--- src/rtl/j1939_periodic_tx_and_rx_matcher_core_macros.svh ---
// ----------------------------------------------------------------------------
// assertion macros for the message scheduler and matcher
// wraps concurrent checks so they drop out of synthesis builds
// ----------------------------------------------------------------------------
`ifndef J1939_PERIODIC_TX_AND_RX_MATCHER_CORE_MACROS_SVH
`define J1939_PERIODIC_TX_AND_RX_MATCHER_CORE_MACROS_SVH
`ifndef SYNTHESIS
// same-cycle implication
`define JPT_ASSERT_IMP(lbl, clk, rst_n, ante, cons, msg) \
  lbl: assert property (@(posedge clk) disable iff (!rst_n) (ante) |-> (cons)) \
    else $error(msg);
// next-cycle implication
`define JPT_ASSERT_NXT(lbl, clk, rst_n, ante, cons, msg) \
  lbl: assert property (@(posedge clk) disable iff (!rst_n) (ante) |=> (cons)) \
    else $error(msg);
`else
`define JPT_ASSERT_IMP(lbl, clk, rst_n, ante, cons, msg)
`define JPT_ASSERT_NXT(lbl, clk, rst_n, ante, cons, msg)
`endif
`endif

--- src/rtl/jpt_pkg.sv ---
// ----------------------------------------------------------------------------
// jpt_pkg
// types and constants shared by the scheduler, its divider and the testbench
// ----------------------------------------------------------------------------
package jpt_pkg;

  // function codes of an input item
  localparam logic [1:0] FUNC_LOAD = 2'd0;
  localparam logic [1:0] FUNC_TICK = 2'd1;
  localparam logic [1:0] FUNC_RX   = 2'd2;

  // entry kinds
  localparam logic [1:0] KIND_UNUSED = 2'd0;
  localparam logic [1:0] KIND_TX     = 2'd1;
  localparam logic [1:0] KIND_EXACT  = 2'd2;
  localparam logic [1:0] KIND_PDU    = 2'd3;

  // result kinds
  localparam logic OUT_TX = 1'b0;
  localparam logic OUT_RX = 1'b1;

  localparam logic [3:0]  MAX_LEN       = 4'd8;
  localparam logic [63:0] DATA_ALL_ONES = 64'hFFFF_FFFF_FFFF_FFFF;

  typedef struct packed {
    logic [15:0] pgn;
    logic [1:0]  kind;
    logic [2:0]  prio;
    logic [3:0]  length;
    logic [15:0] interval;
  } entry_t;

  typedef struct packed {
    logic        out_kind;
    logic [3:0]  match_index;
    logic [28:0] identifier;
    logic [2:0]  prio;
    logic [15:0] pgn;
    logic [3:0]  length;
    logic [7:0]  source;
    logic [63:0] data;
    logic        last;
  } result_t;

  // divider request and response
  typedef struct packed {
    logic        start;
    logic [31:0] dividend;
    logic [15:0] divisor;
  } div_req_t;

  typedef struct packed {
    logic busy;
    logic done;
    logic rem_zero;
  } div_rsp_t;

  function automatic logic [3:0] sat_len(input logic [3:0] len);
    return (len > MAX_LEN) ? MAX_LEN : len;
  endfunction

endpackage

--- src/rtl/jpt_if.sv ---
// ----------------------------------------------------------------------------
// jpt channel interfaces
// valid/ready channels for input items and result items
// ----------------------------------------------------------------------------
interface jpt_in_if;
  logic        valid;
  logic        ready;
  logic [1:0]  func;
  logic [3:0]  entry_index;
  logic [15:0] entry_pgn;
  logic [1:0]  entry_kind;
  logic [2:0]  entry_priority;
  logic [3:0]  entry_length;
  logic [15:0] entry_interval;
  logic [28:0] frame_id;
  logic [3:0]  frame_length;
  logic [63:0] frame_data;

  modport source (output valid, func, entry_index, entry_pgn, entry_kind, entry_priority,
                  entry_length, entry_interval, frame_id, frame_length, frame_data,
                  input ready);
  modport sink (input valid, func, entry_index, entry_pgn, entry_kind, entry_priority,
                entry_length, entry_interval, frame_id, frame_length, frame_data,
                output ready);
endinterface

interface jpt_out_if;
  logic        valid;
  logic        ready;
  logic        out_kind;
  logic [3:0]  match_index;
  logic [28:0] out_identifier;
  logic [2:0]  out_priority;
  logic [15:0] out_pgn;
  logic [3:0]  out_length;
  logic [7:0]  out_source;
  logic [63:0] out_data;
  logic        last;

  modport source (output valid, out_kind, match_index, out_identifier, out_priority, out_pgn,
                  out_length, out_source, out_data, last, input ready);
  modport sink (input valid, out_kind, match_index, out_identifier, out_priority, out_pgn,
                out_length, out_source, out_data, last, output ready);
endinterface

--- src/rtl/jpt_mod_unit.sv ---
// ----------------------------------------------------------------------------
// jpt_mod_unit
// bit-serial restoring remainder, 32-bit dividend by 16-bit divisor
// ----------------------------------------------------------------------------
module jpt_mod_unit (
  input  logic              clk,
  input  logic              rst_n,
  input  jpt_pkg::div_req_t req,
  output jpt_pkg::div_rsp_t rsp
);
  import jpt_pkg::*;

  logic        busy_r;
  logic        done_r;
  logic [4:0]  cnt_r;
  logic [31:0] dvd_r;
  logic [15:0] dvs_r;
  logic [15:0] rem_r;
  logic [16:0] trial;
  logic [16:0] diff;
  logic [15:0] rem_nxt;

  // one quotient bit per cycle
  always_comb begin
    trial   = {rem_r, dvd_r[31]};
    diff    = trial - {1'b0, dvs_r};
    rem_nxt = (trial >= {1'b0, dvs_r}) ? diff[15:0] : trial[15:0];
  end

  // control
  always_ff @(posedge clk) begin
    if (!rst_n) begin
      busy_r <= 1'b0;
      done_r <= 1'b0;
      cnt_r  <= '0;
    end else begin
      done_r <= 1'b0;
      if (req.start && !busy_r) begin
        busy_r <= 1'b1;
        cnt_r  <= '0;
      end else if (busy_r) begin
        cnt_r <= cnt_r + 5'd1;
        if (cnt_r == 5'd31) begin
          busy_r <= 1'b0;
          done_r <= 1'b1;
        end
      end
    end
  end

  // datapath
  always_ff @(posedge clk) begin
    if (req.start && !busy_r) begin
      dvd_r <= req.dividend;
      dvs_r <= req.divisor;
      rem_r <= '0;
    end else if (busy_r) begin
      dvd_r <= {dvd_r[30:0], 1'b0};
      rem_r <= rem_nxt;
    end
  end

  assign rsp.busy     = busy_r;
  assign rsp.done     = done_r;
  assign rsp.rem_zero = (rem_r == 16'd0);

endmodule

--- src/rtl/j1939_periodic_tx_and_rx_matcher_core.sv ---
// ----------------------------------------------------------------------------
// j1939_periodic_tx_and_rx_matcher_core
// message table scheduler: periodic transmit requests and receive matching
// ----------------------------------------------------------------------------
// load item: written to the table as it is accepted. received frame: each table slot
// walked is read, then checked, and the first hit is handed over from the pending
// register. tick: each slot is read and checked, a periodic slot then waits on the serial
// remainder and passes a hit state when it fires; the table memory port and the divider set the walk time.
// reset clears the tick counter, own address and all slot valid bits at once.
module j1939_periodic_tx_and_rx_matcher_core #(
  parameter int ENTRIES = 16
) (
  input  logic        clk,
  input  logic        rst_n,
  input  logic        cfg_we,
  input  logic [7:0]  cfg_data,
  jpt_in_if.sink      in_ch,
  jpt_out_if.source   out_ch
);
  import jpt_pkg::*;
  `include "j1939_periodic_tx_and_rx_matcher_core_macros.svh"

  localparam int IW = (ENTRIES > 1) ? $clog2(ENTRIES) : 1;
  localparam logic [IW-1:0] LAST_IDX = IW'(ENTRIES - 1);

  typedef enum logic [2:0] {IDLE, READ, CHECK, DIVIDE, HIT, FLUSH} state_t;

  state_t          state_r;
  logic [7:0]      own_r;
  logic [31:0]     tick_r;
  logic [IW-1:0]   idx_r;
  logic [1:0]      func_r;
  logic [28:0]     fid_r;
  logic [3:0]      flen_r;
  logic [63:0]     fdata_r;
  entry_t          ent_r;
  entry_t          mem [ENTRIES];
  entry_t          rd_data_r;
  logic            rd_vld_r;
  logic [ENTRIES-1:0] vld_r;
  result_t         pend_r;
  logic            pend_v_r;
  result_t         out_r;
  logic            out_v_r;
  entry_t          ent_cur;
  logic            in_xfer;
  logic            load_ok;
  logic            out_free;
  logic            rx_hit;
  div_req_t        div_req;
  div_rsp_t        div_rsp;
  result_t         tx_res;

  assign in_xfer  = in_ch.valid && in_ch.ready;
  assign load_ok  = in_xfer && (in_ch.func == FUNC_LOAD) && (32'(in_ch.entry_index) < ENTRIES);
  assign out_free = !out_v_r || out_ch.ready;
  assign in_ch.ready = (state_r == IDLE);

  // table memory, one read port registered
  always_ff @(posedge clk) begin
    if (load_ok) begin
      mem[IW'(in_ch.entry_index)] <= '{pgn: in_ch.entry_pgn, kind: in_ch.entry_kind,
                                      prio: in_ch.entry_priority,
                                      length: in_ch.entry_length,
                                      interval: in_ch.entry_interval};
    end
    rd_data_r <= mem[idx_r];
  end

  // slot valid bits, unwritten slots read as unused
  always_ff @(posedge clk) begin
    if (!rst_n) begin
      vld_r    <= '0;
      rd_vld_r <= 1'b0;
    end else begin
      if (load_ok) vld_r[IW'(in_ch.entry_index)] <= 1'b1;
      rd_vld_r <= vld_r[idx_r];
    end
  end

  assign ent_cur = rd_vld_r ? rd_data_r : '0;

  // receive match on current slot
  always_comb begin
    rx_hit = 1'b0;
    unique case (ent_cur.kind)
      KIND_EXACT: rx_hit = (ent_cur.pgn == fid_r[23:8]);
      KIND_PDU:   rx_hit = (ent_cur.pgn[15:12] == fid_r[23:20]);
      default:    rx_hit = 1'b0;
    endcase
  end

  // transmit request from latched slot, last when the walk ends here
  always_comb begin
    tx_res.out_kind    = OUT_TX;
    tx_res.match_index = 4'(idx_r);
    tx_res.identifier  = {ent_r.prio, 2'b00, ent_r.pgn, own_r};
    tx_res.prio        = ent_r.prio;
    tx_res.pgn         = ent_r.pgn;
    tx_res.length      = sat_len(ent_r.length);
    tx_res.source      = own_r;
    tx_res.data        = DATA_ALL_ONES;
    tx_res.last        = (idx_r == LAST_IDX);
  end

  // divider request
  always_comb begin
    div_req.start    = (state_r == CHECK) && (func_r == FUNC_TICK) &&
                       (ent_cur.kind == KIND_TX) && (ent_cur.interval != 16'd0);
    div_req.dividend = tick_r;
    div_req.divisor  = ent_cur.interval;
  end

  jpt_mod_unit u_mod (
    .clk   (clk),
    .rst_n (rst_n),
    .req   (div_req),
    .rsp   (div_rsp)
  );

  // sequencer with pending and output registers
  always_ff @(posedge clk) begin
    if (!rst_n) begin
      state_r  <= IDLE;
      own_r    <= '0;
      tick_r   <= '0;
      idx_r    <= '0;
      func_r   <= FUNC_LOAD;
      pend_v_r <= 1'b0;
      out_v_r  <= 1'b0;
    end else begin
      if (cfg_we) own_r <= cfg_data;
      if (out_v_r && out_ch.ready) out_v_r <= 1'b0;
      unique case (state_r)
        IDLE: begin
          if (in_xfer && (in_ch.func == FUNC_TICK || in_ch.func == FUNC_RX)) begin
            func_r  <= in_ch.func;
            fid_r   <= in_ch.frame_id;
            flen_r  <= in_ch.frame_length;
            fdata_r <= in_ch.frame_data;
            idx_r   <= '0;
            state_r <= READ;
            if (in_ch.func == FUNC_TICK) tick_r <= tick_r + 32'd1;
          end
        end
        READ: state_r <= CHECK;
        CHECK: begin
          ent_r <= ent_cur;
          if (div_req.start) begin
            state_r <= DIVIDE;
          end else if (func_r == FUNC_RX && rx_hit) begin
            pend_r   <= '{out_kind: OUT_RX, match_index: 4'(idx_r), identifier: fid_r,
                          prio: fid_r[28:26], pgn: fid_r[23:8],
                          length: sat_len(flen_r), source: fid_r[7:0],
                          data: fdata_r, last: 1'b1};
            pend_v_r <= 1'b1;
            state_r  <= FLUSH;
          end else if (idx_r == LAST_IDX) begin
            pend_r.last <= 1'b1;
            state_r     <= pend_v_r ? FLUSH : IDLE;
          end else begin
            idx_r   <= idx_r + 1'b1;
            state_r <= READ;
          end
        end
        DIVIDE: begin
          if (div_rsp.done) begin
            if (div_rsp.rem_zero) begin
              state_r <= HIT;
            end else if (idx_r == LAST_IDX) begin
              pend_r.last <= 1'b1;
              state_r     <= pend_v_r ? FLUSH : IDLE;
            end else begin
              idx_r   <= idx_r + 1'b1;
              state_r <= READ;
            end
          end
        end
        HIT: begin
          if (!pend_v_r || out_free) begin
            if (pend_v_r) begin
              out_r   <= pend_r;
              out_v_r <= 1'b1;
            end
            pend_r   <= tx_res;
            pend_v_r <= 1'b1;
            if (idx_r == LAST_IDX) begin
              state_r <= FLUSH;
            end else begin
              idx_r   <= idx_r + 1'b1;
              state_r <= READ;
            end
          end
        end
        FLUSH: begin
          if (out_free) begin
            out_r    <= pend_r;
            out_v_r  <= 1'b1;
            pend_v_r <= 1'b0;
            state_r  <= IDLE;
          end
        end
        default: state_r <= IDLE;
      endcase
    end
  end

  assign out_ch.valid          = out_v_r;
  assign out_ch.out_kind       = out_r.out_kind;
  assign out_ch.match_index    = out_r.match_index;
  assign out_ch.out_identifier = out_r.identifier;
  assign out_ch.out_priority   = out_r.prio;
  assign out_ch.out_pgn        = out_r.pgn;
  assign out_ch.out_length     = out_r.length;
  assign out_ch.out_source     = out_r.source;
  assign out_ch.out_data       = out_r.data;
  assign out_ch.last           = out_r.last;

  `JPT_ASSERT_IMP(a_div_in_divide, clk, rst_n, div_rsp.busy, state_r == DIVIDE, "divider busy outside divide")
  `JPT_ASSERT_IMP(a_flush_pending, clk, rst_n, state_r == FLUSH, pend_v_r, "flush without pending result")
  `JPT_ASSERT_IMP(a_idle_empty, clk, rst_n, state_r == IDLE, !pend_v_r, "pending result left in idle")
  `JPT_ASSERT_NXT(a_tick_step, clk, rst_n, in_xfer && in_ch.func == FUNC_TICK, tick_r == $past(tick_r) + 32'd1, "tick counter not advanced")

endmodule

--- src/flat_wrapper.sv ---
// flat-port wrapper written by rule: the top's interface ports become plain ports
module j1939_periodic_tx_and_rx_matcher_core_flat import jpt_pkg::*;
#(
  parameter int ENTRIES = 16
)
  (clk, rst_n, cfg_we, cfg_data, in_ch_valid, in_ch_func, in_ch_entry_index, in_ch_entry_pgn, in_ch_entry_kind, in_ch_entry_priority, in_ch_entry_length, in_ch_entry_interval, in_ch_frame_id, in_ch_frame_length, in_ch_frame_data, in_ch_ready, out_ch_valid, out_ch_out_kind, out_ch_match_index, out_ch_out_identifier, out_ch_out_priority, out_ch_out_pgn, out_ch_out_length, out_ch_out_source, out_ch_out_data, out_ch_last, out_ch_ready);
  jpt_in_if in_ch_i ();
  jpt_out_if out_ch_i ();
  input  logic clk;
  input  logic rst_n;
  input  logic cfg_we;
  input  logic [7:0] cfg_data;
  input wire logic [$bits(in_ch_i.valid)-1:0] in_ch_valid;
  input wire logic [$bits(in_ch_i.func)-1:0] in_ch_func;
  input wire logic [$bits(in_ch_i.entry_index)-1:0] in_ch_entry_index;
  input wire logic [$bits(in_ch_i.entry_pgn)-1:0] in_ch_entry_pgn;
  input wire logic [$bits(in_ch_i.entry_kind)-1:0] in_ch_entry_kind;
  input wire logic [$bits(in_ch_i.entry_priority)-1:0] in_ch_entry_priority;
  input wire logic [$bits(in_ch_i.entry_length)-1:0] in_ch_entry_length;
  input wire logic [$bits(in_ch_i.entry_interval)-1:0] in_ch_entry_interval;
  input wire logic [$bits(in_ch_i.frame_id)-1:0] in_ch_frame_id;
  input wire logic [$bits(in_ch_i.frame_length)-1:0] in_ch_frame_length;
  input wire logic [$bits(in_ch_i.frame_data)-1:0] in_ch_frame_data;
  output wire logic [$bits(in_ch_i.ready)-1:0] in_ch_ready;
  output wire logic [$bits(out_ch_i.valid)-1:0] out_ch_valid;
  output wire logic [$bits(out_ch_i.out_kind)-1:0] out_ch_out_kind;
  output wire logic [$bits(out_ch_i.match_index)-1:0] out_ch_match_index;
  output wire logic [$bits(out_ch_i.out_identifier)-1:0] out_ch_out_identifier;
  output wire logic [$bits(out_ch_i.out_priority)-1:0] out_ch_out_priority;
  output wire logic [$bits(out_ch_i.out_pgn)-1:0] out_ch_out_pgn;
  output wire logic [$bits(out_ch_i.out_length)-1:0] out_ch_out_length;
  output wire logic [$bits(out_ch_i.out_source)-1:0] out_ch_out_source;
  output wire logic [$bits(out_ch_i.out_data)-1:0] out_ch_out_data;
  output wire logic [$bits(out_ch_i.last)-1:0] out_ch_last;
  input wire logic [$bits(out_ch_i.ready)-1:0] out_ch_ready;
  assign in_ch_i.valid = in_ch_valid;
  assign in_ch_i.func = in_ch_func;
  assign in_ch_i.entry_index = in_ch_entry_index;
  assign in_ch_i.entry_pgn = in_ch_entry_pgn;
  assign in_ch_i.entry_kind = in_ch_entry_kind;
  assign in_ch_i.entry_priority = in_ch_entry_priority;
  assign in_ch_i.entry_length = in_ch_entry_length;
  assign in_ch_i.entry_interval = in_ch_entry_interval;
  assign in_ch_i.frame_id = in_ch_frame_id;
  assign in_ch_i.frame_length = in_ch_frame_length;
  assign in_ch_i.frame_data = in_ch_frame_data;
  assign in_ch_ready = in_ch_i.ready;
  assign out_ch_valid = out_ch_i.valid;
  assign out_ch_out_kind = out_ch_i.out_kind;
  assign out_ch_match_index = out_ch_i.match_index;
  assign out_ch_out_identifier = out_ch_i.out_identifier;
  assign out_ch_out_priority = out_ch_i.out_priority;
  assign out_ch_out_pgn = out_ch_i.out_pgn;
  assign out_ch_out_length = out_ch_i.out_length;
  assign out_ch_out_source = out_ch_i.out_source;
  assign out_ch_out_data = out_ch_i.out_data;
  assign out_ch_last = out_ch_i.last;
  assign out_ch_i.ready = out_ch_ready;
  j1939_periodic_tx_and_rx_matcher_core #(.ENTRIES(ENTRIES)) u_core (.clk(clk), .rst_n(rst_n), .cfg_we(cfg_we), .cfg_data(cfg_data), .in_ch(in_ch_i), .out_ch(out_ch_i));
endmodule
--- config.mk ---
export PLATFORM = sky130hd
export DESIGN_NAME = j1939_periodic_tx_and_rx_matcher_core_flat
export DESIGN_NICKNAME = d
export VERILOG_FILES = /design/src/rtl/jpt_pkg.sv /design/src/rtl/jpt_if.sv /design/src/rtl/jpt_mod_unit.sv /design/src/rtl/j1939_periodic_tx_and_rx_matcher_core.sv /design/src/flat_wrapper.sv
export VERILOG_INCLUDE_DIRS = /design/src /design/src/rtl
export SDC_FILE = /design/constraint.sdc
export NUM_CORES = 1
export LEC_CHECK = 0
export ABC_AREA = 0
export BUFFER_PORTS_ARGS = -buffer_cell sky130_fd_sc_hd__buf_2
export CORE_MARGIN = 4
export CORE_UTILIZATION = 54
export DETAILED_ROUTE_END_ITERATION = 7
export GPL_TIMING_DRIVEN = 0
export PLACE_DENSITY_LB_ADDON = 0.12
export SETUP_SLACK_MARGIN = 0.5
export SYNTH_ARGS = -nofsm -noshare
export SYNTH_HDL_FRONTEND = slang
export SYNTH_SLANG_ARGS = --single-unit
--- constraint.sdc ---
create_clock -name clk -period 4 [get_ports clk]
set_input_delay 0.4 -clock clk [delete_from_list [all_inputs] [get_ports clk]]
set_output_delay 0.4 -clock clk [all_outputs]
set_load 0.05 [all_outputs]
# Yosys cells after proc, flatten, opt, wreduce, memory -nomap -nowiden
# Memory sizes are Yosys's and may differ from the RTL's. A register that Yosys moved wholly into a read port is not among the register bits.
# Cells that the tools add are included.
[op_classes]
bitwise_logic = 3
n_reduce_logical = 38
mux = 59
n_lt_le_gt_ge = 6
addsub = 4
eq_ne = 25
[op_table]
columns = ["cell", "count"]
rows = [
  ["2-to-1 mux 130 bit", 5],
  ["case mux 130 bit (2 select lines)", 1],
  ["case mux 129 bit (2 select lines)", 1],
  ["2-to-1 mux 129 bit", 1],
  ["2-to-1 mux 32 bit", 2],
  ["2-to-1 mux 41 bit", 1],
  ["2-to-1 mux 4 bit", 9],
  ["adder 32 x 1 -> 32 bit (second input constant)", 1],
  ["2-to-1 mux 3 bit", 10],
  ["2-to-1 mux 1 bit", 20],
  ["case mux 3 bit (6 select lines)", 1],
  ["greater-or-equal comparator 17 x 16 -> 1 bit", 1],
  ["== test 16 bit", 1],
  ["logical NOT 16 bit", 1],
  ["2-to-1 mux 16 bit", 1],
  ["OR 16 bit", 1],
  ["case mux 4 bit (4 select lines)", 1],
  ["nonzero test 16 bit", 1],
  ["subtractor 16 bit", 1],
  ["AND reduction 5 bit", 3],
  ["inequality test 2 bit (second input constant)", 6],
  ["logical AND 1 bit", 10],
  ["less-than comparator 4 x 5 -> 1 bit (second input constant)", 2],
  ["== test 2 bit (second input constant)", 4],
  ["31 further kinds", 50],
]
[totals]
output_inout_bits = 132
mem_count = 1
ramBits = 656
ff_bits = 519
elab_cells = 175
input_bits = 157
[memory_table]
columns = ["memory", "depth", "word_bits", "read_ports", "rd_clocked_by_memory_dff", "wr", "line", "rtl"]
rows = [
  ["u_core.mem", 16, 41, 1, 1, 1, "j1939_periodic_tx_and_rx_matcher_core.sv:37", "entry_t mem [ENTRIES];"],
]

# Logic depth before layout (Yosys ltp)
# Gate-level depths: netlist (run 1).
[depth]
ltp_word = 7
mapped_depth = 11
ltp_nobuf = 10

# Modules after synthesis
# A second synthesis (run 1) with hierarchy kept.
[unflattened]
cells_unflattened = 2274
area_unflattened_um2 = 43700.7
[by_module_without_submodules]
columns = ["module", "cells_per_inst", "seq_area_each_um2", "area_each_um2", "n_inst"]
rows = [
  ["j1939_periodic_tx_and_rx_matcher_core", 1957, 31670.4, 40000.9, 1],
  ["jpt_mod_unit", 317, 1901.8, 3699.8, 1],
]

# Worst setup path before layout (run 1)
# Ideal clock, no wire load.
[synth_path]
kind = "reg2reg"
startpoint = "register u_core.state_r[2]"
endpoint = "memory u_core.mem[0][0] in the netlist's numbering, enable pin"
n_path_buf = 0
period_less_slack_ns = 5.118
path_stages_with_launch = 5
t_arrival_ns = 4.625
setup_time_ns = 0.493
path_slack_ns = -1.118
t_required_ns = 3.507
cell_sequence = "dfxtp_1 > nor3_2 > nand3_1 > or3_1 > nor3_1"
[synth_between]
elab_chain_cells = 5
[synth_lines]
columns = ["item", "line", "rtl"]
rows = [
  ["from (decl)", "j1939_periodic_tx_and_rx_matcher_core.sv:28", "state_t state_r;"],
  ["from (signal assigned)", "j1939_periodic_tx_and_rx_matcher_core.sv:160", "state_r <= pend_v_r ? FLUSH : IDLE;"],
  ["from (signal assigned)", "j1939_periodic_tx_and_rx_matcher_core.sv:172", "state_r <= pend_v_r ? FLUSH : IDLE;"],
  ["logical NOT 3 bit", "j1939_periodic_tx_and_rx_matcher_core.sv:57", "assign in_ch.ready = (state_r == IDLE);"],
  ["via in_ch_ready", "flat_wrapper.sv:24", "output wire logic [$bits(in_ch_i.ready)-1:0] in_ch_ready;"],
  ["logical AND 1 bit", "j1939_periodic_tx_and_rx_matcher_core.sv:54", "assign in_xfer = in_ch.valid && in_ch.ready;"],
  ["logical AND 1 bit", "j1939_periodic_tx_and_rx_matcher_core.sv:55", "assign load_ok = in_xfer && (in_ch.func == FUNC_LOAD) && (32'(in_ch.entry_index) < ENTRIES);"],
  ["2-to-1 mux 1 bit", "j1939_periodic_tx_and_rx_matcher_core.sv:61", "if (load_ok) begin"],
  ["2-to-1 mux 1 bit (implied by the code)", "j1939_periodic_tx_and_rx_matcher_core.sv:62", "mem[IW'(in_ch.entry_index)] <= '{pgn: in_ch.entry_pgn, kind: in_ch.entry_kind,"],
  ["to (decl)", "j1939_periodic_tx_and_rx_matcher_core.sv:37", ""],
]
# The timed path passes the listed nets, and every way through them passes these cells.

==> metrics.log, run 1 <==
[metrics] layout-stage area growth over the synthesis result: 19.5%
[metrics] Std-Cell Core Area: 80800 um^2
[metrics] number of buffers on the longest clock path: 3
[metrics] Clock Pin Slew Worst Setup and Hold Paths: 0.06 ns
[metrics] per-cell via count in the routed design: 5.72
[metrics] Arrival @ worst endpoint: 3.85 ns
[metrics] First-pass DRT Iterations: 7
[metrics] cells taking the most area after synthesis: sky130_fd_sc_hd__edfxtp_1 70%, sky130_fd_sc_hd__dfxtp_1 6.0%, sky130_fd_sc_hd__mux4_2 4.4%, sky130_fd_sc_hd__mux2i_1 3.2%, sky130_fd_sc_hd__mux2_2 1.9%
[metrics] pin count of the biggest net entering global routing: 56
[metrics] Total Power Consumption: 0.0254 W
[metrics] Worst Hold End: u_core.func_r[1]$_SDFFE_PN0P_
[metrics] Die Footprint: 86400 um^2
[metrics] final period utilization: 85.2%
[metrics] number of enable-type register cells in the synthesized netlist: 1030
[metrics] proportion of power drawn by the clock network: 42.3%
[metrics] level count of the clock H-tree: 3
[metrics] most frequently used flop master after synthesis: sky130_fd_sc_hd__edfxtp_1
[metrics] total setup violations reported at the end of the flow: 0
[metrics] total track usage: 23.8%
[metrics] total leakage power: 17.9 nW
[metrics] synthesized instance count: 2507
[metrics] number of distinct library cell variants in the gate-level netlist after synthesis: 73
[metrics] overall die height: 294 um
[metrics] Overflow after GRT: 0
[metrics] CTS Buf Count: 114
[metrics] Pint: 0.0202 W
[metrics] total negative slack: 0 ns
[metrics] highest clock rate: 294 MHz
[metrics] Root Driver: sky130_fd_sc_hd__clkbuf_16
[metrics] fraction of power consumed by sequential logic: 52.6%
[metrics] Setup Skew: 0.0451 ns
[metrics] top-level port count: 289
[metrics] DRT antenna net count: 0
[metrics] total placed instance area: 47800 um^2
[metrics] GPL Wtd Cong: 0.870
[metrics] fraction of final layout cells with drive strength greater than 1: 23.9%
[metrics] critical path class: reg2reg
[metrics] slew at the pin closest to its max-slew limit: 1.10 ns
[metrics] Switching Fraction: 20.8%
[metrics] sum of net half-perimeters after detailed placement: 69700 um
[metrics] PwrDens: 482 nW/um^2
[metrics] average wire per standard cell: 24.7 um
[metrics] startpoint of the most critical hold path: in_ch_func[1]
[metrics] synthesized net count: 2687
[metrics] post-synthesis sequential element count: 1162
[metrics] cell area after synthesis: 44200 um^2
[metrics] sequential cell area fraction in the yosys report: 76.0%
[metrics] number of global-route vias before repair: 24.7k
[metrics] overall routed net length: 104000 um
[metrics] Req. time, crit path: 4.44 ns
[metrics] fraction of power consumed by combinational cells: 5.1%
[metrics] remaining design rule violation count: 0
[metrics] most instantiated cells after synthesis: 1030 x sky130_fd_sc_hd__edfxtp_1, 142 x sky130_fd_sc_hd__mux2i_1, 132 x sky130_fd_sc_hd__dfxtp_1
[metrics] first-pass GRT wire length: 154000 um
[metrics] net switching power: 0.00528 W
[metrics] Critical Path Source Type: flip-flop
[metrics] final layout net count: 3233
[metrics] share of Yosys cell area claimed by the top area cell type: 70.0%
[metrics] setup repair after global routing missed its margin: no
[metrics] number of vias after detailed routing: 24.1k
[metrics] Worst R2R Path Depth: 6
[metrics] Chip Width: 294 um
[metrics] async set or reset register ratio after synthesis: 0%
[metrics] area of all placed cells without fillers: 52800 um^2
[metrics] synthesized area divided by synthesized cell count: 17.6 um^2
[metrics] Peak supply drop: 0.430 mV
[metrics] cell type with the largest total area after synthesis: sky130_fd_sc_hd__edfxtp_1
[metrics] count of synthesis-stage warnings from yosys: 0
[metrics] initial DRC count: 2053
[metrics] Max-Slew Margin vs Limit: 26.5%
[metrics] Slew Limit Fails: 0
[metrics] Reg-to-Reg Start: u_core.idx_r[1]$_SDFFE_PN0P_
[metrics] number of rows created at floorplan: 104
[metrics] count of placed standard cells including taps: 3888
[metrics] sink count of the clock tree: 1162
[metrics] maxcap violations: 0
[metrics] TritonCTS clock tree: yes
[metrics] starting density of the core: 54.7%
[metrics] Max Fanout on Critical Path: 10
[metrics] number of stages on the worst hold path: 3
[metrics] path category of the worst min-delay check: in2reg
[metrics] status: completed
[metrics] total count of hold-check failures in the final report: 0
[metrics] critical path capture point type: flip-flop
[metrics] capture instance of the worst register-to-register path: u_core.rd_data_r[24]$_DFF_P_
[metrics] library cell with the highest instance count after synthesis: sky130_fd_sc_hd__edfxtp_1
[metrics] count of input and output buffers: 287
[metrics] initial antenna violation count: 18
[metrics] Worst-Skew Late Latency: 0.70 ns
[metrics] Final min period: 3.41 ns
[metrics] minimum setup slack among reg-to-reg paths: 0.59 ns
[metrics] final std cells w/o fill: 4221
-- area by class of cell --
| cell class | instances | area (um^2) |
|---|---|---|
| inverter | 27 | 108 |
| clock buffer | 146 | 3070 |
| antenna | 10 | 25.0 |
| timing repair buffer | 428 | 3280 |
| sequential | 1162 | 33600 |
| buffer | 137 | 668 |
| multi-input combinational | 1182 | 9980 |
| tap | 1060 | 1330 |
| clock inverter | 68 | 747 |
| timing repair inverter | 1 | 7.51 |
| fill | 5513 | 28000 |
-- worst max-delay path, cell delays in order (launching register included) --
cell                       delay, ns
sky130_fd_sc_hd__dfxtp_1        0.35
sky130_fd_sc_hd__clkbuf_1       0.47
sky130_fd_sc_hd__buf_1          0.74
sky130_fd_sc_hd__clkbuf_1       0.75
sky130_fd_sc_hd__mux4_2         0.42
sky130_fd_sc_hd__a22oi_1        0.18
sky130_fd_sc_hd__nand2_1        0.27
-- layer usage --
layer	part of all wire, %	up-vias	global-route usage, %
met5	0.042	-	0
met4	1.8	6	5.17
met1	40	12200	31.1
met2	51	852	42.0
li1	-	10900	-
met3	7.0	151	4.57
-- power by group through the flow --
stage / Combinational (W) / Clock [W] / Sequential, W
global route: 0.00140 / 0.0115 / 0.0134
finish: 0.00130 / 0.0108 / 0.0134
CTS: 0.00131 / 0.0109 / 0.0134
detailed placement: 0.00122 / 0 / 0.0136
floorplan: 0.000751 / 0 / 0.0136
global placement: 0.00116 / 0 / 0.0136
-- timing repair --
item | 4_1_cts | 5_1_grt
hold endpoints to repair | 105 | 0
cloned | 1 | 1
endpoints found under the setup margin | 32 | 85
hold buffers | 105 | 0
setup buffers | 0 | 2
gates resized for setup | 2 | 0
-- kinds of logic (layout without fill, tap and decap cells) --
kind of cell | count (synthesis) | after routing | synth area share, %
and+or+nand+nor | 440 | 440 | 5.44
other | 0 | 10 | 0
muxes | 327 | 327 | 10.2
xor gates and xnor gates | 52 | 52 | 1.03
buffers and inverters | 164 | 807 | 1.75
AOI/OAI and AO/OA | 339 | 340 | 4.94
DFF | 1162 | 1162 | 76.0
adders and majority gates | 23 | 23 | 0.669
-- worst max path at each step --
stage	startpoint	endpoint	slack, ns	cells past startpoint
6_report	u_core.idx_r[1]$_SDFFE_PN0P_	u_core.rd_data_r[24]$_DFF_P_	0.59	6
5_1_grt	u_core.idx_r[1]$_SDFFE_PN0P_	u_core.rd_data_r[24]$_DFF_P_	0.50	6
4_1_cts	u_core.rd_data_r[7]$_DFF_P_	u_core.u_mod.dvd_r[25]$_DFFE_PP_	0.66	7
3_5_place_dp	u_core.rd_vld_r$_SDFF_PN0_	u_core.u_mod.dvd_r[8]$_DFFE_PP_	0.31	9
3_3_place_gp	u_core.state_r[2]$_SDFFE_PN0P_	u_core.mem[1][22]$_DFFE_PP_	-2.20	4
2_1_floorplan	u_core.state_r[2]$_SDFFE_PN0P_	u_core.mem[1][0]$_DFFE_PP_	0.02	4
-- layout by cell type (no fill, tap or decap), types with 13 or more instances in the layout --
cell,n
sky130_fd_sc_hd__o21ai_0,109
sky130_fd_sc_hd__nor2b_1,20
sky130_fd_sc_hd__buf_4,30
sky130_fd_sc_hd__bufinv_16,13
sky130_fd_sc_hd__o21ai_1,18
sky130_fd_sc_hd__nand4_1,15
sky130_fd_sc_hd__clkbuf_16,115
sky130_fd_sc_hd__clkbuf_1,93
sky130_fd_sc_hd__ha_1,22
sky130_fd_sc_hd__dlygate4sd3_1,105
sky130_fd_sc_hd__mux2_1,25
sky130_fd_sc_hd__a22oi_1,47
sky130_fd_sc_hd__mux2_2,73
sky130_fd_sc_hd__buf_12,15
sky130_fd_sc_hd__nor2_1,36
sky130_fd_sc_hd__o21a_1,22
sky130_fd_sc_hd__buf_16,15
sky130_fd_sc_hd__nand2_1,105
sky130_fd_sc_hd__and2_1,86
sky130_fd_sc_hd__a221oi_1,41
sky130_fd_sc_hd__mux2i_1,142
sky130_fd_sc_hd__mux4_2,87
sky130_fd_sc_hd__a21oi_1,58
sky130_fd_sc_hd__clkinv_1,16
sky130_fd_sc_hd__xnor2_1,41
sky130_fd_sc_hd__clkinv_2,26
sky130_fd_sc_hd__edfxtp_1,1030
sky130_fd_sc_hd__nand3_1,26
sky130_fd_sc_hd__buf_2,320
sky130_fd_sc_hd__dfxtp_1,132
sky130_fd_sc_hd__nand2b_1,76
sky130_fd_sc_hd__inv_1,24
-- flip-flops by register name, indices dropped and copies added (netlist names), 3 cells and up --
signal                        count
u_core.mem                      656
u_core.pend_r                   103
u_core.fdata_r                   64
u_core.out_ch.out_data           64
u_core.rd_data_r                 41
u_core.tick_r                    32
u_core.u_mod.dvd_r               32
u_core.fid_r                     29
u_core.ent_r                     23
u_core.u_mod.dvs_r               16
u_core.u_mod.rem_r               16
u_core.vld_r                     16
u_core.out_ch.out_pgn            15
u_core.own_r                      8
u_core.out_ch.out_source          7
u_core.u_mod.cnt_r                5
u_core.flen_r                     4
u_core.idx_r                      4
u_core.out_ch.match_index         4
u_core.out_ch.out_identifier      4
u_core.out_ch.out_length          4
u_core.out_ch.out_priority        3
u_core.state_r                    3
-- stage by stage --
stage	setup WS (ns)	utilization, %	hold WS, ns
after CTS	0.657	65.3	0.0102
after floorplan	0.0159	-	0.400
after global routing	0.505	65.3	0.0557
after global placement	-2.20	58.2	0.402
after detailed placement	0.305	59.2	0.405
final	0.593	65.3	0.0353
Note: power is estimated with default switching activity, not from simulation.
==> inputs of run 2 (changes only) <==
--- a/config.mk
+++ b/config.mk
@@ -8,11 +8,12 @@
 export LEC_CHECK = 0
 export ABC_AREA = 0
 export BUFFER_PORTS_ARGS = -buffer_cell sky130_fd_sc_hd__buf_2
+export CORE_ASPECT_RATIO = 1.2
 export CORE_MARGIN = 4
 export CORE_UTILIZATION = 54
 export DETAILED_ROUTE_END_ITERATION = 7
 export GPL_TIMING_DRIVEN = 0
-export PLACE_DENSITY_LB_ADDON = 0.12
+export PLACE_DENSITY = 0.79
 export SETUP_SLACK_MARGIN = 0.5
 export SYNTH_ARGS = -nofsm -noshare
 export SYNTH_HDL_FRONTEND = slang
==> metrics.log, run 2 (synthesis results as in run 1) <==
[metrics] Slew Limit Fails: 0 (unchanged)
[metrics] Regs by FF count: u_core.mem x656, u_core.pend_r x103
[metrics] starting density of the core: 54.6% (about the same)
[metrics] total negative slack: 0 ns (unchanged)
[metrics] pin count of the biggest net entering global routing: 65 (+16%)
[metrics] sum of net half-perimeters after detailed placement: 70400 um (+0.99%)
[metrics] number of buffers on the longest clock path: 3 (unchanged)
[metrics] critical path capture point type: flip-flop
[metrics] highest clock rate: 305 MHz (+3.8%)
[metrics] Overflow after GRT: 0 (unchanged)
[metrics] Critical Path Source Type: flip-flop
[metrics] remaining design rule violation count: 0 (unchanged)
[metrics] total count of hold-check failures in the final report: 0 (unchanged)
[metrics] number of stages on the worst hold path: 3 (unchanged)
[metrics] First-pass DRT Iterations: 6 (-1)
[metrics] total setup violations reported at the end of the flow: 0 (unchanged)
[metrics] overall routed net length: 111000 um (+6.9%)
[metrics] Max Fanout on Critical Path: 10 (unchanged)
[metrics] Clock Pin Slew Worst Setup and Hold Paths: 0.06 ns (about the same)
[metrics] sink count of the clock tree: 1162 (unchanged)
[metrics] per-cell via count in the routed design: 6.04 (+5.7%)
[metrics] Worst-Skew Late Latency: 0.67 ns (-0.03 ns)
[metrics] layout-stage area growth over the synthesis result: 19.2%
[metrics] total leakage power: 17.9 nW (-0.42%)
[metrics] Arrival @ worst endpoint: 3.76 ns (-0.09 ns)
[metrics] Max-Slew Margin vs Limit: 26.3% (-0.19 points)
[metrics] flip-flop count of the largest register, all copies and words added: 656 (unchanged)
[metrics] final layout net count: 3221 (-0.37%)
[metrics] most frequent cells in the layout: 1030 x sky130_fd_sc_hd__edfxtp_1, 320 x sky130_fd_sc_hd__buf_2, 142 x sky130_fd_sc_hd__mux2i_1, 132 x sky130_fd_sc_hd__dfxtp_1, 110 x sky130_fd_sc_hd__clkbuf_16
[metrics] initial DRC count: 2920 (+42%)
[metrics] most common cell after layout, fill and taps aside: sky130_fd_sc_hd__edfxtp_1
[metrics] largest reg by FF count: u_core.mem
[metrics] final core utilization: 65.1% (-0.23 points)
[metrics] DRT antenna net count: 0 (unchanged)
[metrics] Worst R2R Path Depth: 7 (+1)
[metrics] Final min period: 3.28 ns (-0.125 ns)
[metrics] number of global-route vias before repair: 26.3k (+6.2%)
[metrics] number of rows created at floorplan: 114 (+9.6%)
[metrics] level count of the clock H-tree: 3 (unchanged)
[metrics] final period utilization: 82.0% (-3.1 points)
[metrics] Total Power Consumption: 0.0253 W (-0.67%)
[metrics] footprint of the flip-flops and latches: 33600 um^2 (unchanged)
[metrics] worst hold margin: 0.0330 ns (-0.00228 ns)
[metrics] setup repair after global routing missed its margin: no
[metrics] critical path class: reg2reg
[metrics] TritonCTS clock tree: yes
[metrics] count of input and output buffers: 287 (unchanged)
[metrics] number of vias after detailed routing: 25.3k (+5.0%)
[metrics] PwrDens: 480 nW/um^2 (-0.40%)
[metrics] GPL Wtd Cong: 0.870 (about the same)
[metrics] Req. time, crit path: 4.48 ns (+0.04 ns)
[metrics] maxcap violations: 0 (unchanged)
[metrics] Die Footprint: 86400 um^2 (about the same)
[metrics] overall die height: 321 um (+9.3%)
[metrics] status: completed
[metrics] CTS Buf Count: 108 (-5.3%)
[metrics] top-level port count: 289 (unchanged)
[metrics] Peak supply drop: 0.408 mV (-4.9%)
[metrics] initial antenna violation count: 23 (+5)
[metrics] first-pass GRT wire length: 162000 um (+5.4%)
[metrics] path category of the worst min-delay check: in2reg
[metrics] setup slack after placement: 0.274 ns (-0.0313 ns)
[metrics] Std-Cell Core Area: 80900 um^2 (about the same)
[metrics] Setup Skew: 0.0414 ns (-0.00377 ns)
[metrics] # fillers: 5130 (-6.9%)
[metrics] multi-input combinational cell area: 9970 um^2 (-0.10%)
[metrics] slew at the pin closest to its max-slew limit: 1.11 ns (+0.00291 ns)
[metrics] fraction of final layout cells with drive strength greater than 1: 23.8% (-0.12 points)
[metrics] average wire per standard cell: 26.6 um (+7.6%)
[metrics] total track usage: 25.1% (+1.3 points)
[metrics] Chip Width: 269 um (-8.5%)
[metrics] smallest setup slack after layout: 0.718 ns (+0.125 ns)
[metrics] Root Driver: sky130_fd_sc_hd__clkbuf_16
## run 2: area by class of cell
cell class                      instances  area share, %
Sequential cell                      1162           63.8
Multi-Input combinational cell       1181           18.9
Timing Repair Buffer                  423           6.28
Clock buffer                          124           5.37
Tap cell                             1044           2.48
Clock inverter                         78           1.58
Buffer                                137           1.27
Inverter                               27          0.204
Antenna cell                           17         0.0808
Timing Repair inverter                  1         0.0143
## run 2: where the power goes
group	leakage, nW	internal [W]	total, W	switching [W]
registers	10.4	0.0133	0.0134	0.0000895
clock network	1.79	0.00605	0.0106	0.00451
logic	5.65	0.000576	0.00132	0.000745
## run 2: stage by stage
stage,instances,area (um^2)
finish,4194,52600
global route,4183,52600
CTS,4175,52600
detailed placement,3872,47900
global placement,3838,47000
floorplan,2507,44200
## run 2: per-layer routing
metal / vias up / share of wire, % / GRT usage (%)
li1: 10900 / - / -
met1: 12700 / 35 / 30.0
met2: 1436 / 52 / 44.6
met3: 306 / 8.8 / 5.08
met4: 4 / 3.9 / 10.1
met5: - / 0.021 / 0
## run 2: repair_timing
item,CTS,global route
buffers inserted,0,2
cloned,1,0
hold endpoints to repair,100,0
hold buffers,100,0
gates resized for setup,2,0
setup endpoints to repair,32,32
## run 2: worst paths after layout
check                                                     start                                   end  slack [ns]
worst min register to register  u_core.pend_r[50]$_SDFFCE_PP1P_  u_core.out_ch.out_data[49]$_DFFE_PP_        0.41
worst max register to register     u_core.idx_r[2]$_SDFFE_PN0P_          u_core.rd_data_r[24]$_DFF_P_        0.72
worst max-delay path               u_core.idx_r[2]$_SDFFE_PN0P_          u_core.rd_data_r[24]$_DFF_P_        0.72
worst min-delay path                                cfg_data[1]          u_core.own_r[1]$_SDFFE_PN0P_        0.03
## run 2: critical path, stage by stage (launching register included)
cell                       delay [ns]
sky130_fd_sc_hd__dfxtp_1         0.44
sky130_fd_sc_hd__clkbuf_1        0.56
sky130_fd_sc_hd__nor2b_1         0.25
sky130_fd_sc_hd__clkbuf_1        0.50
sky130_fd_sc_hd__clkbuf_1        0.62
sky130_fd_sc_hd__a221oi_1        0.25
sky130_fd_sc_hd__o21ai_0         0.24
sky130_fd_sc_hd__nand2_1         0.23
